File: config.mk
export PLATFORM = sky130hd
export DESIGN_NAME = lph_ram
export DESIGN_NICKNAME = d
export VERILOG_FILES = /design/src/design/lph_ram.sv
export SDC_FILE = /design/constraint.sdc
export NUM_CORES = 1
export LEC_CHECK = 0
export BUFFER_PORTS_ARGS = -buffer_cell sky130_fd_sc_hd__buf_2
export CORE_MARGIN = 2
export CORE_UTILIZATION = 35
export DETAILED_ROUTE_END_ITERATION = 7
export GPL_ROUTABILITY_DRIVEN = 0
export PLACE_DENSITY_LB_ADDON = 0.1
export SLEW_MARGIN = 20
export SYNTH_ARGS = -nofsm -noshare
export SYNTH_HDL_FRONTEND = slang
export SYNTH_SLANG_ARGS = --single-unit
File: constraint.sdc
create_clock -name clock -period 3.11 [get_ports clock]
set_input_delay 0.4665 -clock clock [delete_from_list [all_inputs] [get_ports clock]]
set_output_delay 0.4665 -clock clock [all_outputs]
set_load 0.01 [all_outputs]
File: src/design/lph_ram.sv
`timescale 1ns / 1ps
// ----------------------------------------------------------------------------
// lph_ram
// Generic single write, single read RAM with registered read data.
// ----------------------------------------------------------------------------
module lph_ram #(
   parameter int WIDTH = 8,
   parameter int DEPTH = 16
) (
   input  logic                     clock,
   input  logic                     wr_en,
   input  logic [$clog2(DEPTH)-1:0] wr_addr,
   input  logic [WIDTH-1:0]         wr_data,
   input  logic                     rd_en,
   input  logic [$clog2(DEPTH)-1:0] rd_addr,
   output logic [WIDTH-1:0]         rd_data_ff
);

   logic [WIDTH-1:0] mem_ff [DEPTH];

   always_ff @(posedge clock) begin
      if (wr_en) begin
         mem_ff[wr_addr] <= wr_data;
      end
      if (rd_en) begin
         rd_data_ff <= mem_ff[rd_addr];
      end
   end

endmodule

* After elaboration in Yosys (flattened, before gate mapping)
Memory sizes are Yosys's and may differ from the RTL's. A register that Yosys moved wholly into a read port is not among the register bits.
Cells that the tools add are included.
** Storage, ports and cells
- Register bits :: 0
- Bits in writable memories :: 128
- Bits of input ports :: 19
- Output and inout bits :: 8
- Word-level logic and storage cells :: 3
- Memories kept :: 1
** Memory list
- mem_ff :: words 16, bits a word 8, rd ports 1, clocked after memory_dff 1, wr ports 1, line 19 : logic [WIDTH-1:0] mem_ff [DEPTH];
** Cells by class
- Muxes and demuxes :: 2
** Operators with widths (count)
- 1-bit 2-to-1 mux :: 2

* Longest topological paths before layout
- Word-level depth :: 2
- Mapped depth :: 5
- Mapped depth without buffers :: 3

* Worst setup path after synthesis
Ideal clock, no wire load.
- Kind :: input -> register
- Start :: input port wr_addr[2]
- End :: memory mem_ff[0][0], enable pin
- Library setup time :: 0.383 ns
- Arrival time :: 1.576 ns
- Required time :: 2.727 ns
- Path slack :: 1.151 ns
- Stages on the path :: 2
- Buffers on the path :: 0
- Cell sequence :: or3b_2 nor3_1
** RTL lines
- from (decl) :: line 12 : input logic [$clog2(DEPTH)-1:0] wr_addr,
- to (decl) :: line 19
No word-level cell before the write port.

==> flow_metrics.py <==
metrics = {
    "status": {
        "status": "complete, no violations",
    },
    "placement": {
        "place_hpwl_microns": 6831,
        "place_inst": 445,
        "numPortBuffers": 26,
    },
    "power_and_ir_drop": {
        "leakage_nw": 2.091,
        "powerDensity_nw_per_um2": 699.0,
        "finalPower_mw": 4.385,
        "peakVddDrop_uv": 415.3,
    },
    "setup_path": {
        "crit-reg2reg-capture": "rd_data_ff[3]",
        "end_kind": "flip-flop",
        "path_cells": "buf_2, buf_12, mux4_1, a22oi_1, nand2_1",
        "path_class": "in2reg",
        "reg2regPathDepth": 3,
        "crit_path_start_kind": "input pin",
        "cp_data_arrival_time_ns": 1.99,
        "path_max_fanout": 23,
        "crit_buf_inv": 2,
        "cpPeakStageDelay_ns": 0.57,
        "critical_path_required_ns": 3.25,
        "ff2ff_setup_slack_ns": 1.55,
        "crit_family": "buffers and inverters",
        "slowest_stage": "mux4_1",
        "r2r-start": "mem_ff[10][3]",
    },
    "min_path": {
        "hold_end": "rd_data_ff[1]",
        "hold_path_class": "in2reg",
        "hold_path.startpoint": "rd_en",
        "min_path_cells": 1,
    },
    "cts": {
        "post_cts_buffers": 0,
        "ctsHoldBuffers": 0,
        "cts_resized": 0,
        "cts_made_buffers": 17,
        "clkTransAtPathRegs_ns": 0.06,
        "clockBufferDepth": 2,
        "cts_tree": "yes",
        "cts_num_sinks": 136,
        "h-tree-depth": 4,
        "insertion_delay_ns": 0.42,
        "cts_root_buf": "clkbuf_16",
    },
    "synthesis": {
        "ys_types": 18,
        "ys_seq_area_share_pct": 78.12,
        "synth_top_area_share_pct": 78.12,
        "synth.ff_latch_count": 136,
        "avgSynthCellArea_sq_um": 22.83,
        "synth_area_sq_um": 5228,
        "synth.largest_area_cell": "edfxtp_1",
        "ys_warn_count": 0,
        "synth_cells": 229,
        "syn_nets": 248,
        "synth_top_cells_by_area": "edfxtp_1 78%, mux4_2 7.8%, mux4_1 7.0%, a22oi_1 2.3%, nor2_1 0.93%",
    },
    "routing": {
        "post_drt_wl_per_cell_microns": 23.01,
        "firstDrtPassIters": 4,
        "postRouteAntennaNets": 0,
        "drc": 0,
        "avgViaCountPerCell": 5.080,
        "wl_microns": 10980,
        "vias": 2423,
        "drt-initial-drc-count": 211,
    },
    "floorplanning": {
        "dieArea_sq_um": 15930,
        "fp.dieH_microns": 126.2,
        "coreArea_sq_um": 14590,
        "num_rows": 44,
        "num_io_pins": 27,
        "initial_utilization_pct": 35.83,
        "chipWidth_microns": 126.2,
    },
    "finish": {
        "fin_util_pct": 43.00,
        "layout-area-overhead-vs-synth_pct": 20.01,
        "layout.cells.most_common_list": "136 x edfxtp_1, 26 x buf_2, 18 x mux4_2, 17 x clkbuf_16, 16 x a22oi_1",
        "antenna_cells": 0,
        "final_common_cell": "edfxtp_1",
        "layoutNonFillerInstCount": 477,
        "nNetsFinal": 299,
        "drive_above_1_share_pct": 31.74,
    },
    "grt": {
        "grt_pass1_wl_microns": 16580,
        "grt.overflow.total": 0,
        "grtUsageTotal_pct": 15.07,
        "grt_max_degree": 24,
        "antenna_found_initial": 0,
        "first_global_vias": 2541,
    },
    "job": {
        "maxCapViolations": 0,
    },
    "sta": {
        "worst_pin_slew_ns": 0.8541,
        "setup_violations": 0,
        "maxSlewViolCount": 0,
        "max_freq_mhz": 540.7,
        "grt_setup_unrepaired": "false",
        "finalCritPeriodShare_pct": 59.47,
        "fin_crit_ns": 1.849,
        "clock_skew_ns": 0.01099,
        "tns_ns": 0,
        "slew-limit-headroom_pct": 42.85,
        "hold_viol_final": 0,
    },
}
==> kinds of logic (layout without fill, tap and decap cells) <==
family	after synthesis	in the layout	synth area share (%)
AOI/OAI and AO/OA	16	16	2.298
buffers and inverters	10	74	1.651
DFF	136	136	78.12
muxes	32	32	14.79
and+or+nand+nor	35	35	3.136
==> report_power, final <==
group | internal [mW] | switching (mW) | leakage, nW | total [mW]
combinational | 0.0798 | 0.114 | 0.567 | 0.194
sequential | 2.07 | 0.0108 | 1.24 | 2.08
clock | 1.34 | 0.774 | 0.288 | 2.12
total | 3.49 | 0.898 | 2.09 | 4.39
==> worst reg2reg max path, delay by kind of cell, from the launching register on <==
kind | cells | cell delay, ns
flip-flops | 1 | 0.37
multiplexers | 1 | 0.50
AND/OR/NAND/NOR | 1 | 0.09
AO/OA/AOI/OAI | 1 | 0.34
==> synthesized netlist by cell type, drive strengths merged <==
library cell / number
a22oi: 16
and2: 1
and2b: 1
buf: 7
clkdlybuf4s25: 3
edfxtp: 136
mux4: 32
nand2: 9
nand2b: 2
nand3: 1
nand3b: 2
nor2: 13
nor2b: 1
nor3: 4
or3b: 1
==> final cells by class <==
type	count	area [sq um]
clock buffers	17	425.4
clock inverters	15	201.4
fillers	1237	8315
multi-input cells	83	1057
flip-flops and latches	136	4084
well taps	184	230.2
repair buffers	42	275.3
==> worst max-delay path by stage <==
| stage | to | slack [ns] | start | cells past startpoint |
|---|---|---|---|---|
| 2_1_floorplan | mem_ff[0][0] | 1.15 | wr_addr[2] | 2 |
| 3_3_place_gp | rd_data_ff[1] | 0.79 | rd_addr[0] | 5 |
| 3_5_place_dp | rd_data_ff[1] | 0.75 | rd_addr[0] | 5 |
| 4_1_cts | rd_data_ff[1] | 1.20 | rd_addr[0] | 5 |
| 5_1_grt | rd_data_ff[1] | 1.12 | rd_addr[0] | 5 |
| 6_report | rd_data_ff[2] | 1.26 | rd_addr[0] | 5 |
==> routing by layer <==
metal,track usage [%],vias up,part of all wire (%)
li1,-,1080,-
met1,20.59,1273,48
met2,22.52,57,46
met3,5.098,13,4.3
met4,5.624,0,1.4
met5,0,-,0
==> metrics by stage <==
| stage | cell area, sq um | hold slack [ns] | setup slack [ns] |
|---|---|---|---|
| after floorplan | 5228 | 0.5654 | 1.151 |
| after global placement | 5647 | 0.7470 | 0.7865 |
| after detailed placement | 5647 | 0.7376 | 0.7529 |
| after CTS | 6274 | 0.4076 | 1.203 |
| after global routing | 6274 | 0.4036 | 1.123 |
| final | 6274 | 0.4107 | 1.261 |
==> registers in the layout (all words and copies together), names as in the netlist <==
register    count
mem_ff        128
rd_data_ff      8
No activity file was read; power rests on OpenSTA's default activity.
